## src/hdl/mafsm_pkg.sv

```systemverilog
// Shared types, state codes, register indexes and constants of the moisture alarm mode machine.
package mafsm_pkg;

    // Default width of the ADC readings.
    localparam int ADC_BITS_DEF = 10;

    // Alarm state codes.
    localparam logic [2:0] ST_INITIAL    = 3'd0;
    localparam logic [2:0] ST_HIBERNATE  = 3'd1;
    localparam logic [2:0] ST_ALERT      = 3'd2;
    localparam logic [2:0] ST_VERY_ALERT = 3'd3;
    localparam logic [2:0] ST_PANIC      = 3'd4;

    // Configuration register indexes.
    localparam int CFG_INDEX_W = 3;
    localparam logic [CFG_INDEX_W-1:0] REG_LIGHT_THRESHOLD    = 3'd0;
    localparam logic [CFG_INDEX_W-1:0] REG_BATTERY_FULL_LEVEL = 3'd1;
    localparam logic [CFG_INDEX_W-1:0] REG_HIBERNATE_SLEEPS   = 3'd2;
    localparam logic [CFG_INDEX_W-1:0] REG_ALERT_SLEEPS       = 3'd3;
    localparam logic [CFG_INDEX_W-1:0] REG_VERY_ALERT_SLEEPS  = 3'd4;
    localparam logic [CFG_INDEX_W-1:0] REG_PANIC_SLEEPS       = 3'd5;
    localparam int CFG_DATA_W = 16;

    // Hysteresis thresholds on the moisture difference.
    localparam int TH_DRY     = 2;
    localparam int TH_DAMP    = 5;
    localparam int TH_WET     = 10;
    localparam int TH_SOAKED  = 20;

    // Battery margins above the full-battery reference reading.
    localparam int BATT_LOW_MARGIN   = 5;
    localparam int BATT_EMPTY_MARGIN = 61;

    // Register reset values.
    localparam logic [15:0] LIGHT_THRESHOLD_RST   = 16'd65530;
    localparam logic [15:0] HIBERNATE_SLEEPS_RST  = 16'd450;
    localparam logic [15:0] ALERT_SLEEPS_RST      = 16'd37;
    localparam logic [15:0] VERY_ALERT_SLEEPS_RST = 16'd2;
    localparam logic [15:0] PANIC_SLEEPS_RST      = 16'd1;

    // Light threshold and sleep counts handed to the step logic.
    typedef struct packed {
        logic [15:0] light_threshold;
        logic [15:0] hibernate_sleeps;
        logic [15:0] alert_sleeps;
        logic [15:0] very_alert_sleeps;
        logic [15:0] panic_sleeps;
    } t_cfg;

    // One result item.
    typedef struct packed {
        logic [2:0]  alarm_state;
        logic        long_interval;
        logic [15:0] sleep_count;
        logic        play_happy;
        logic        chirp_alarm;
        logic        blink_led;
        logic        battery_low;
        logic        battery_empty;
    } t_result;

endpackage

```

## src/hdl/mafsm_step.sv

```systemverilog
// Combinational next-state and result logic for one measurement.
module mafsm_step #(
    parameter int ADC_BITS = mafsm_pkg::ADC_BITS_DEF
) (
    input  logic [2:0]          i_state,
    input  logic [ADC_BITS-1:0] i_ref_level,
    input  logic [ADC_BITS-1:0] i_capacitance,
    input  logic [15:0]         i_light_count,
    input  logic [ADC_BITS-1:0] i_ref_voltage,
    input  logic [ADC_BITS-1:0] i_battery_full_level,
    input  mafsm_pkg::t_cfg     i_cfg,
    output logic [2:0]          o_state,
    output logic [ADC_BITS-1:0] o_ref_level,
    output mafsm_pkg::t_result  o_result
);

    localparam int DW = ADC_BITS + 1;
    localparam logic signed [DW-1:0] D_DRY    = DW'(mafsm_pkg::TH_DRY);
    localparam logic signed [DW-1:0] D_DAMP   = DW'(mafsm_pkg::TH_DAMP);
    localparam logic signed [DW-1:0] D_WET    = DW'(mafsm_pkg::TH_WET);
    localparam logic signed [DW-1:0] D_SOAKED = DW'(mafsm_pkg::TH_SOAKED);
    localparam logic [DW-1:0] LOW_MARGIN   = DW'(mafsm_pkg::BATT_LOW_MARGIN);
    localparam logic [DW-1:0] EMPTY_MARGIN = DW'(mafsm_pkg::BATT_EMPTY_MARGIN);

    logic [ADC_BITS-1:0]  ref_eff;
    logic signed [DW-1:0] diff;
    logic [2:0]           st;
    logic                 happy;
    logic [DW-1:0]        full_ext;
    logic [DW-1:0]        refv_ext;
    logic                 awake;
    logic                 is_light;

    // Latch the first capacitance as the reference while it is still zero.
    assign ref_eff     = (i_ref_level == '0) ? i_capacitance : i_ref_level;
    assign o_ref_level = ref_eff;
    assign diff        = $signed({1'b0, i_capacitance}) - $signed({1'b0, ref_eff});

    // Alarm state transitions with hysteresis.
    always_comb begin
        st    = i_state;
        happy = 1'b0;
        case (i_state)
            mafsm_pkg::ST_PANIC: begin
                if (diff > D_WET) begin
                    happy = 1'b1;
                    st    = mafsm_pkg::ST_HIBERNATE;
                end else if (diff > D_DRY) begin
                    st = mafsm_pkg::ST_VERY_ALERT;
                end
            end
            mafsm_pkg::ST_VERY_ALERT: begin
                if (diff > D_WET) begin
                    happy = 1'b1;
                    st    = mafsm_pkg::ST_HIBERNATE;
                end else if (diff <= D_DRY) begin
                    st = mafsm_pkg::ST_PANIC;
                end else if (diff > D_DAMP) begin
                    st = mafsm_pkg::ST_ALERT;
                end
            end
            mafsm_pkg::ST_ALERT: begin
                happy = (diff > D_SOAKED);
                if (diff <= D_DAMP) begin
                    st = mafsm_pkg::ST_VERY_ALERT;
                end else if (diff > D_WET) begin
                    st = mafsm_pkg::ST_HIBERNATE;
                end
            end
            mafsm_pkg::ST_HIBERNATE: begin
                if (diff <= D_WET) begin
                    st = mafsm_pkg::ST_ALERT;
                end
            end
            default: begin
                st = mafsm_pkg::ST_PANIC;
            end
        endcase
    end

    assign o_state = st;

    // Battery flags: the reference reading rises as the battery drops.
    assign full_ext = {1'b0, i_battery_full_level};
    assign refv_ext = {1'b0, i_ref_voltage};
    assign awake    = (st != mafsm_pkg::ST_HIBERNATE);
    assign is_light = (i_light_count < i_cfg.light_threshold);

    // Assemble the result for the new state.
    always_comb begin
        o_result.alarm_state   = st;
        o_result.long_interval = (st != mafsm_pkg::ST_PANIC);
        case (st)
            mafsm_pkg::ST_HIBERNATE:  o_result.sleep_count = i_cfg.hibernate_sleeps;
            mafsm_pkg::ST_ALERT:      o_result.sleep_count = i_cfg.alert_sleeps;
            mafsm_pkg::ST_VERY_ALERT: o_result.sleep_count = i_cfg.very_alert_sleeps;
            default:                  o_result.sleep_count = i_cfg.panic_sleeps;
        endcase
        o_result.play_happy    = happy;
        o_result.chirp_alarm   = awake && is_light;
        o_result.blink_led     = awake && !is_light;
        o_result.battery_low   = refv_ext > (full_ext + LOW_MARGIN);
        o_result.battery_empty = refv_ext > (full_ext + EMPTY_MARGIN);
    end

endmodule

```

## src/hdl/moisture_alarm_mode_fsm.sv

```systemverilog
// Top level of the moisture alarm mode machine: registers, handshakes and result buffering.
// An accepted request goes into the result register, or into the skid stage behind a stalled
// result. Throughput: one request per cycle while the skid stage is empty, set by the single
// pass of compare logic between state and result registers; input acceptance is registered.
// Reset (synchronous, active low) puts the machine in its initial state, clears the reference
// level and both buffer stages, and loads the configuration registers with their defaults.
module moisture_alarm_mode_fsm #(
    parameter int ADC_BITS = mafsm_pkg::ADC_BITS_DEF
) (
    input  logic                              i_clk,
    input  logic                              i_rst_n,
    // Input channel
    input  logic                              i_valid,
    output logic                              o_stall,
    input  logic [ADC_BITS-1:0]               i_capacitance,
    input  logic [15:0]                       i_light_count,
    input  logic [ADC_BITS-1:0]               i_ref_voltage,
    // Result channel
    output logic                              o_valid,
    input  logic                              i_stall,
    output logic [2:0]                        o_alarm_state,
    output logic                              o_long_interval,
    output logic [15:0]                       o_sleep_count,
    output logic                              o_play_happy,
    output logic                              o_chirp_alarm,
    output logic                              o_blink_led,
    output logic                              o_battery_low,
    output logic                              o_battery_empty,
    // Configuration write channel
    input  logic                              i_cfg_valid,
    output logic                              o_cfg_ready,
    input  logic [mafsm_pkg::CFG_INDEX_W-1:0] i_cfg_index,
    input  logic [mafsm_pkg::CFG_DATA_W-1:0]  i_cfg_data
);

    mafsm_pkg::t_cfg     r_cfg;
    logic [ADC_BITS-1:0] r_battery_full_level;
    logic [2:0]          r_state;
    logic [ADC_BITS-1:0] r_ref_level;
    logic [2:0]          n_state;
    logic [ADC_BITS-1:0] n_ref_level;
    mafsm_pkg::t_result  n_result;
    mafsm_pkg::t_result  r_out;
    mafsm_pkg::t_result  r_skid;
    logic                r_out_valid;
    logic                r_skid_valid;
    logic                in_fire;
    logic                cfg_fire;

    assign o_cfg_ready = 1'b1;
    assign cfg_fire    = i_cfg_valid && o_cfg_ready;
    assign o_stall     = r_skid_valid;
    assign in_fire     = i_valid && !r_skid_valid;

    // Configuration registers; writes beyond the list are dropped.
    always_ff @(posedge i_clk) begin
        if (!i_rst_n) begin
            r_cfg.light_threshold   <= mafsm_pkg::LIGHT_THRESHOLD_RST;
            r_cfg.hibernate_sleeps  <= mafsm_pkg::HIBERNATE_SLEEPS_RST;
            r_cfg.alert_sleeps      <= mafsm_pkg::ALERT_SLEEPS_RST;
            r_cfg.very_alert_sleeps <= mafsm_pkg::VERY_ALERT_SLEEPS_RST;
            r_cfg.panic_sleeps      <= mafsm_pkg::PANIC_SLEEPS_RST;
            r_battery_full_level    <= '0;
        end else if (cfg_fire) begin
            case (i_cfg_index)
                mafsm_pkg::REG_LIGHT_THRESHOLD:    r_cfg.light_threshold   <= i_cfg_data;
                mafsm_pkg::REG_BATTERY_FULL_LEVEL: r_battery_full_level    <=
                    i_cfg_data[ADC_BITS-1:0];
                mafsm_pkg::REG_HIBERNATE_SLEEPS:   r_cfg.hibernate_sleeps  <= i_cfg_data;
                mafsm_pkg::REG_ALERT_SLEEPS:       r_cfg.alert_sleeps      <= i_cfg_data;
                mafsm_pkg::REG_VERY_ALERT_SLEEPS:  r_cfg.very_alert_sleeps <= i_cfg_data;
                mafsm_pkg::REG_PANIC_SLEEPS:       r_cfg.panic_sleeps      <= i_cfg_data;
                default: begin
                end
            endcase
        end
    end

    // Next state and result for the request on the input ports.
    mafsm_step #(
        .ADC_BITS(ADC_BITS)
    ) u_step (
        .i_state             (r_state),
        .i_ref_level         (r_ref_level),
        .i_capacitance       (i_capacitance),
        .i_light_count       (i_light_count),
        .i_ref_voltage       (i_ref_voltage),
        .i_battery_full_level(r_battery_full_level),
        .i_cfg               (r_cfg),
        .o_state             (n_state),
        .o_ref_level         (n_ref_level),
        .o_result            (n_result)
    );

    // Machine state advances on every accepted request.
    always_ff @(posedge i_clk) begin
        if (!i_rst_n) begin
            r_state     <= mafsm_pkg::ST_INITIAL;
            r_ref_level <= '0;
        end else if (in_fire) begin
            r_state     <= n_state;
            r_ref_level <= n_ref_level;
        end
    end

    // Result register with a skid stage behind it.
    always_ff @(posedge i_clk) begin
        if (!i_rst_n) begin
            r_out_valid  <= 1'b0;
            r_skid_valid <= 1'b0;
        end else if (r_skid_valid) begin
            if (!i_stall) begin
                r_out_valid  <= 1'b1;
                r_skid_valid <= 1'b0;
            end
        end else if (in_fire) begin
            if (r_out_valid && i_stall) begin
                r_skid_valid <= 1'b1;
            end else begin
                r_out_valid <= 1'b1;
            end
        end else if (!i_stall) begin
            r_out_valid <= 1'b0;
        end
    end

    // Result payloads.
    always_ff @(posedge i_clk) begin
        if (r_skid_valid) begin
            if (!i_stall) begin
                r_out <= r_skid;
            end
        end else if (in_fire) begin
            if (r_out_valid && i_stall) begin
                r_skid <= n_result;
            end else begin
                r_out <= n_result;
            end
        end
    end

    assign o_valid         = r_out_valid;
    assign o_alarm_state   = r_out.alarm_state;
    assign o_long_interval = r_out.long_interval;
    assign o_sleep_count   = r_out.sleep_count;
    assign o_play_happy    = r_out.play_happy;
    assign o_chirp_alarm   = r_out.chirp_alarm;
    assign o_blink_led     = r_out.blink_led;
    assign o_battery_low   = r_out.battery_low;
    assign o_battery_empty = r_out.battery_empty;

    // The machine never rests in its initial state once a request has passed.
    a_left_initial: assert property (@(posedge i_clk) disable iff (!i_rst_n)
        in_fire |=> r_state != mafsm_pkg::ST_INITIAL)
        else $error("alarm state is initial after an accepted request");

    // The skid stage only fills behind a held result.
    a_skid_behind_out: assert property (@(posedge i_clk) disable iff (!i_rst_n)
        r_skid_valid |-> r_out_valid)
        else $error("skid stage holds a result while the output register is empty");

    // A latched reference is kept.
    a_ref_kept: assert property (@(posedge i_clk) disable iff (!i_rst_n)
        r_ref_level != '0 |=> $stable(r_ref_level))
        else $error("reference level changed after it was latched");

    // Chirp and blink are exclusive, and both are off in hibernate.
    a_chirp_blink: assert property (@(posedge i_clk) disable iff (!i_rst_n)
        o_valid |-> !(o_chirp_alarm && o_blink_led)
            && ((o_alarm_state == mafsm_pkg::ST_HIBERNATE) == !(o_chirp_alarm || o_blink_led)))
        else $error("chirp and blink flags disagree with the alarm state");

    // An empty battery is also a low one.
    a_battery_order: assert property (@(posedge i_clk) disable iff (!i_rst_n)
        o_valid && o_battery_empty |-> o_battery_low)
        else $error("battery empty without battery low");

endmodule

```

## config.mk

```make
export PLATFORM = sky130hd
export DESIGN_NAME = moisture_alarm_mode_fsm
export DESIGN_NICKNAME = d
export VERILOG_FILES = /design/src/hdl/mafsm_pkg.sv /design/src/hdl/mafsm_step.sv /design/src/hdl/moisture_alarm_mode_fsm.sv
export SDC_FILE = /design/constraint.sdc
export NUM_CORES = 1
export LEC_CHECK = 0
export ABC_AREA = 1
export BUFFER_PORTS_ARGS = -buffer_cell sky130_fd_sc_hd__buf_2
export CORE_ASPECT_RATIO = 2
export CORE_MARGIN = 8
export CORE_UTILIZATION = 34
export DETAILED_ROUTE_END_ITERATION = 10
export HOLD_SLACK_MARGIN = 0.12
export PLACE_DENSITY = 0.59
export SETUP_SLACK_MARGIN = 0.15
export SLEW_MARGIN = 10
export SYNTH_ARGS = -nofsm -noshare
export SYNTH_HDL_FRONTEND = slang
export SYNTH_SLANG_ARGS = --single-unit
```

## constraint.sdc

```tcl
create_clock -name i_clk -period 3.99 [get_ports i_clk]
set_input_delay 0 -clock i_clk [delete_from_list [all_inputs] [get_ports i_clk]]
set_output_delay 0 -clock i_clk [all_outputs]
set_load 0.01 [all_outputs]
```

Word level (Yosys, flattened, before mapping)

Index checks and enable logic that the tools add are counted.

Register bits: 155
Input port bits: 60
Output and inout bits: 28

$add $sub $neg: 3
$lt $le $gt $ge: 10
Equality and inequality tests: 18
Muxes and demuxes: 26
Bitwise logic cells: 1
Reductions and logical operators: 19

Operators with widths:

| kind                                                                              | count |
|---|---|
| 25-bit 2-to-1 mux                                                                 | 4 |
| 16-bit one-hot mux with 3 select lines                                            | 1 |
| 3-bit 2-to-1 mux                                                                  | 8 |
| 10-bit by 11-bit greater-than comparator with 1-bit output                        | 2 |
| 3-bit by 2-bit equality test with 1-bit output, second input constant             | 6 |
| 16-bit < comparator                                                               | 1 |
| 3-bit one-hot mux with 4 select lines                                             | 1 |
| 2-bit AND reduction                                                               | 6 |
| 10-bit by 3-bit adder with 11-bit output, second input constant                   | 1 |
| 10-bit by 6-bit adder with 11-bit output, second input constant                   | 1 |
| 11-bit by 3-bit greater-than comparator with 1-bit output, second input constant  | 1 |
| 11-bit by 4-bit greater-than comparator with 1-bit output, second input constant  | 1 |
| 11-bit by 5-bit greater-than comparator with 1-bit output, second input constant  | 1 |
| 11-bit by 6-bit greater-than comparator with 1-bit output, second input constant  | 1 |
| 11-bit by 3-bit less-or-equal comparator with 1-bit output, second input constant | 1 |
| 11-bit by 4-bit less-or-equal comparator with 1-bit output, second input constant | 1 |
| 11-bit by 5-bit less-or-equal comparator with 1-bit output, second input constant | 1 |
| 10-bit by 10-bit subtractor with 11-bit output                                    | 1 |
| 10-bit logical NOT                                                                | 1 |
| 1-bit 2-to-1 mux                                                                  | 10 |
| 10-bit 2-to-1 mux                                                                 | 1 |
| 3-bit by 1-bit equality test with 1-bit output, second input constant             | 3 |
| 3-bit equality test, second input constant                                        | 3 |
| 3-bit AND reduction                                                               | 3 |
| other kinds (11)                                                                  | 17 |

Longest topological paths before layout

Depth after elaboration: 13
Depth in mapped cells: 27
Depth with buffers taken out: 26

Hierarchy

From an unflattened synthesis, not the netlist that was laid out.

Cells, all modules: 1144
Area total of the unflattened synthesis: 8541.9 um^2

By module, submodules not included:

| module                  | times used | cells an instance | area an instance (um^2) | seq. area each (um^2) |
|---|---|---|---|---|
| moisture_alarm_mode_fsm | 1          | 701               | 5941.9                  | 3603.5 |
| mafsm_step              | 1          | 443               | 2600.0                  | 0.0 |

Least setup slack after synthesis

No wires, ideal clock.

Kind: reg2reg
Start: reg r_ref_level[2]
End: reg r_skid[16] in the netlist's numbering (data pin)
Library setup time: 0.255 ns
Data arrival time: 3.062 ns
Slack: 0.674 ns
Stages on the path, launching flop included: 23
Period minus slack after synthesis: 3.316 ns
Cell sequence: dfxtp_1 nor4_1 nand4_1 clkinv_1 a21oi_1 inv_1 ha_1 fa_1 inv_1 nand3_1 nand3_1 xnor2_1 nand3_1 nor2_2 nand3_1 nand3_1 nand2_1 nand3_2 nor2_4 buf_12 a21oi_2 nand3_2 and2_1

RTL lines:

| what                     | line                           | text |
|---|---|---|
| start: declaration       | moisture_alarm_mode_fsm.sv:39  | `logic [ADC_BITS-1:0] r_ref_level;` |
| start signal: assignment | moisture_alarm_mode_fsm.sv:102 | `r_ref_level <= n_ref_level;` |
| end signal: assignment   | moisture_alarm_mode_fsm.sv:135 | `r_skid <= n_result;` |
| end: declaration         | moisture_alarm_mode_fsm.sv:44  | `mafsm_pkg::t_result r_skid;` |

==> run summary <==
The number of hold violations in the final report came out at 0. The netlist uses 51 different library cells. Setup violations remaining at the end of the flow were counted as 0.

The aggregate global-route resource usage is 0.163. In the final design database the tool counted 1,281 nets. Clock insertion delay at the later pin of the skew report: 440 ps. The number of enable flip-flop cells after synthesis is 50, and the combined buffer and inverter count along the critical path is 5. On the worst path, the slowest cell contributes a delay of 360 ps. The H-tree was split into 4 levels. Detailed placement finished with a half-perimeter wire length of 16,900 um. The total congestion overflow was 0. Synthesis produced 1,037 cells. Averaged over all synthesized cells, the footprint is 7.90 um^2.

Across the run, the number of max-cap violations was 0. Vias per cell: 5.07. The cell type with the highest occurrence count on the critical path was nand3_4. For the initial core utilization, the log shows 0.345.

In the layout the commonest cells are nand2_1 (180), nor2_1 (145), inv_1 (102), dfxtp_1 (99), buf_2 (87). Summed over all failing endpoints, the final setup total negative slack is 0 ps. The congestion estimate from routability-driven global placement came to 0.888.

The first global-routing pass estimated 38,100 um of wire. Portion of the post-synthesis area used by sequential elements: 0.440. The first routing iteration left 475 violations. STA classifies the critical path endpoint as a flop. The path class of the tightest hold or removal check is in2reg. For this design, the slowest cell found on the critical path is dfxtp_4. The share of the cycle needed by the critical path after routing is 0.954, and the final non-filler cell total is 1,477. The number of slew-limit violations in the final report is 0, and the flip-flop and latch count after synthesis is 155.

The run finished with clean final reports. 88 I/O pins were placed. After floorplanning, the core was divided into 80 placement rows. The library cell used most frequently in the layout, excluding fill and tap cells, is nand2_1. Across the VDD grid, the largest voltage drop is 0.221 mV. CTS saw 155 sinks. For the number of buffers added by the clock tree synthesis step, the log shows 17.

For flop-to-flop paths, the worst setup slack is 180 ps. The signal on the critical path passes through nor4_4 -> nand4_1 -> clkinvlp_4 -> buf_6 -> a21oi_4 -> ha_4 -> nand2_2 -> nor2_1 -> nand2_1 -> nand3_2 -> nand2_2 -> nand2_4 -> nand3_4 -> nor2_4 -> nand3_2 -> nand2_4 -> nand3_2 -> nand3_4 -> clkinv_8 -> buf_8 -> buf_6 -> nand3_4 -> nand3_4 -> and2_4. The cell family with the largest share of critical-path delay was simple AND/OR/NAND/NOR gates. The overall die area was 0.0296 mm^2. The fraction of registers with async set/reset was 0.

For this run, the number of Yosys warnings is 0. The number of antenna violations at the first check in global routing was 0. Primary flip-flop cell chosen by synthesis mapping: dfxtp_1. The run gives 24,900 um as the wire length reported by the detailed router. STA puts the critical path data required time at 4180 ps. The final antenna diode count was 0; the die boundary width was 126 um. In this run the remaining antenna-violating nets after routing total 0.

After detailed routing, the number of remaining DRC violations is 0. The layout cell share with drive strength beyond 1 was 0.257; the total iterations of the first detailed-routing run was 4. By startpoint and endpoint, the worst setup path is classified as reg2reg. For this block, the via count after detailed routing is 7,490. The die is 235 um tall.

CTS placed an instance of clkbuf_16 at the clock tree root. The tools report the critical path launch point type as a flop. Static timing analysis puts the maximum clock frequency at 263 MHz. The number of I/O port buffers was 86; the post-route cell area was 0.0107 mm^2. At the worst endpoint, the arrival time is 4000 ps.

The number of global-route vias before repair came out at 7,538. Setup repair after global routing could not meet its margin everywhere. The smallest clock period supported by the final layout is computed as 3810 ps. Of all nets on the critical path, the largest fanout is 7. In this run the power density over the cells is 463 mW/mm^2.

For the pin with the worst max-slew slack, the measured transition is 1050 ps. The worst-case headroom to the max-slew limit was 0.299; the worst-case clock skew was 11.4 ps. The clock input transition at the sequential cells of the worst setup and hold paths was 60 ps. The analysis attributes to cell leakage a power of 4.79 nW. The clock passes through at most 2 buffers.

The area growth from synthesis to layout is 30.2%. The maximum number of pins on one net before global-route repair was 56; the average wire per cell in the routed design was 16.9 um. The net count after synthesis is 1,141.

The filler cell count in the final layout is 2,336. The placed instances occupy a cell area of 0.00889 mm^2. The placed instance count is 1,388, and the combined area of all synthesized cells is 0.00819 mm^2.

TritonCTS built the clock tree. In this run the standard cell core region covers 0.0237 mm^2.
[layout make-up]
type | instances | area [um^2] | area share
Clock buffer | 23 | 500 | 0.0469
Clock inverter | 9 | 86.3 | 0.00810
Inverter | 112 | 439 | 0.0412
Multi-Input combinational cell | 732 | 4520 | 0.424
Sequential cell | 155 | 3620 | 0.339
Tap cell | 287 | 359 | 0.0337
Timing Repair Buffer | 158 | 1130 | 0.106
Timing Repair inverter | 1 | 7.51 | 0.000704
[repair_timing]
item	4_1_cts	5_1_grt
setup endpoints to repair	20	34
hold buffers	29	0
resized for setup	4	147
endpoints found under the hold margin	102	0
setup buffers	0	26
cloned	0	2
pin swaps	0	45
[registers in the layout, indices dropped and copies added, names as in the netlist]
register              count
o_alarm_state             3
r_state                   3
r_skid                   25
o_chirp_alarm             1
o_blink_led               1
r_cfg                    80
o_sleep_count            16
o_valid                   1
r_ref_level              10
o_play_happy              1
r_battery_full_level     10
o_long_interval           1
o_battery_low             1
o_battery_empty           1
o_stall                   1
[per-layer routing]
layer | wire [um] | track usage | vias to the layer above
met3 | 759 | 0.0315 | 54
met4 | 976 | 0.0851 | 0
met5 | 0 | 0 | -
li1 | - | - | 3708
met2 | 13700 | 0.312 | 172
met1 | 9420 | 0.160 | 3556
[cell families (layout without fill, tap and decap cells)]
group / count (synthesis) / after routing / synth area share
AOI/OAI and AO/OA: 167 / 167 / 0.113
xor gates and xnor gates: 15 / 15 / 0.0160
adders and majority gates: 44 / 44 / 0.0682
buffers and inverters: 150 / 303 / 0.0792
DFF: 155 / 155 / 0.440
other: 1 / 1 / 0.000458
and+or+nand+nor: 505 / 505 / 0.283
[worst register-to-register path, stage by stage, from the launching register on]
cell        delay [ps]
dfxtp_4            360
nor4_4             280
nand4_1            250
clkinvlp_4         200
buf_6              120
a21oi_4             60
ha_4               310
nand2_2             60
nor2_1             130
nand2_1            110
nand3_2            110
nand2_2             70
nand2_4            110
nand3_4            120
nor2_4             140
nand3_2             90
nand2_4            100
nand3_2             90
nand3_4            170
clkinv_8           110
buf_8              160
buf_6              120
nand3_4             80
nand3_4             70
and2_4             160
[synthesized netlist by cell type (3+ instances only)]
cell type / n / area [um^2]
nand2_1: 198 / 743
nor2_1: 153 / 574
inv_1: 107 / 402
dfxtp_1: 105 / 2100
o21ai_0: 85 / 425
nand3_1: 68 / 340
edfxtp_1: 50 / 1500
a21oi_1: 49 / 245
ha_1: 43 / 538
clkbuf_1: 25 / 93.8
o211ai_1: 16 / 120
nand3_2: 14 / 140
xor2_1: 14 / 123
and2_1: 10 / 62.6
nand2_2: 10 / 62.6
nand4_1: 10 / 62.6
nor3_1: 10 / 50.1
or2_2: 9 / 56.3
nand4_2: 7 / 87.6
a211oi_1: 6 / 45.0
inv_2: 4 / 15.0
clkbuf_8: 3 / 41.3
nand3b_1: 3 / 22.5
nor2_2: 3 / 18.8
nor4_1: 3 / 18.8
[final timing paths]
path	endpoint	cells after the start	start
min	r_battery_full_level[9]	6	i_cfg_index[2]
min reg2reg	r_cfg[56]	2	r_cfg[56]
max	r_skid[19]	24	r_ref_level[7]
max reg2reg	r_skid[19]	24	r_ref_level[7]
[stage by stage]
stage | hold WS [ps] | util | power (W) | setup slack [ps]
5_1_grt | 204 | 0.449 | 0.00518 | -18.4
4_1_cts | 172 | 0.413 | 0.00455 | 179
2_1_floorplan | 126 | - | 0.00258 | 674
3_3_place_gp | 268 | 0.375 | 0.00289 | 120
6_report | 182 | 0.449 | 0.00494 | 184
3_5_place_dp | 271 | 0.375 | 0.00290 | 99.4
[power breakdown]
part	switching [W]	internal [W]	leakage [nW]	total, W
sequential	0.0000451	0.00176	1.33	0.00180
combinational	0.000897	0.000625	3.17	0.00152
clock	0.000662	0.000951	0.289	0.00161
(Power assumes the default switching activity.)
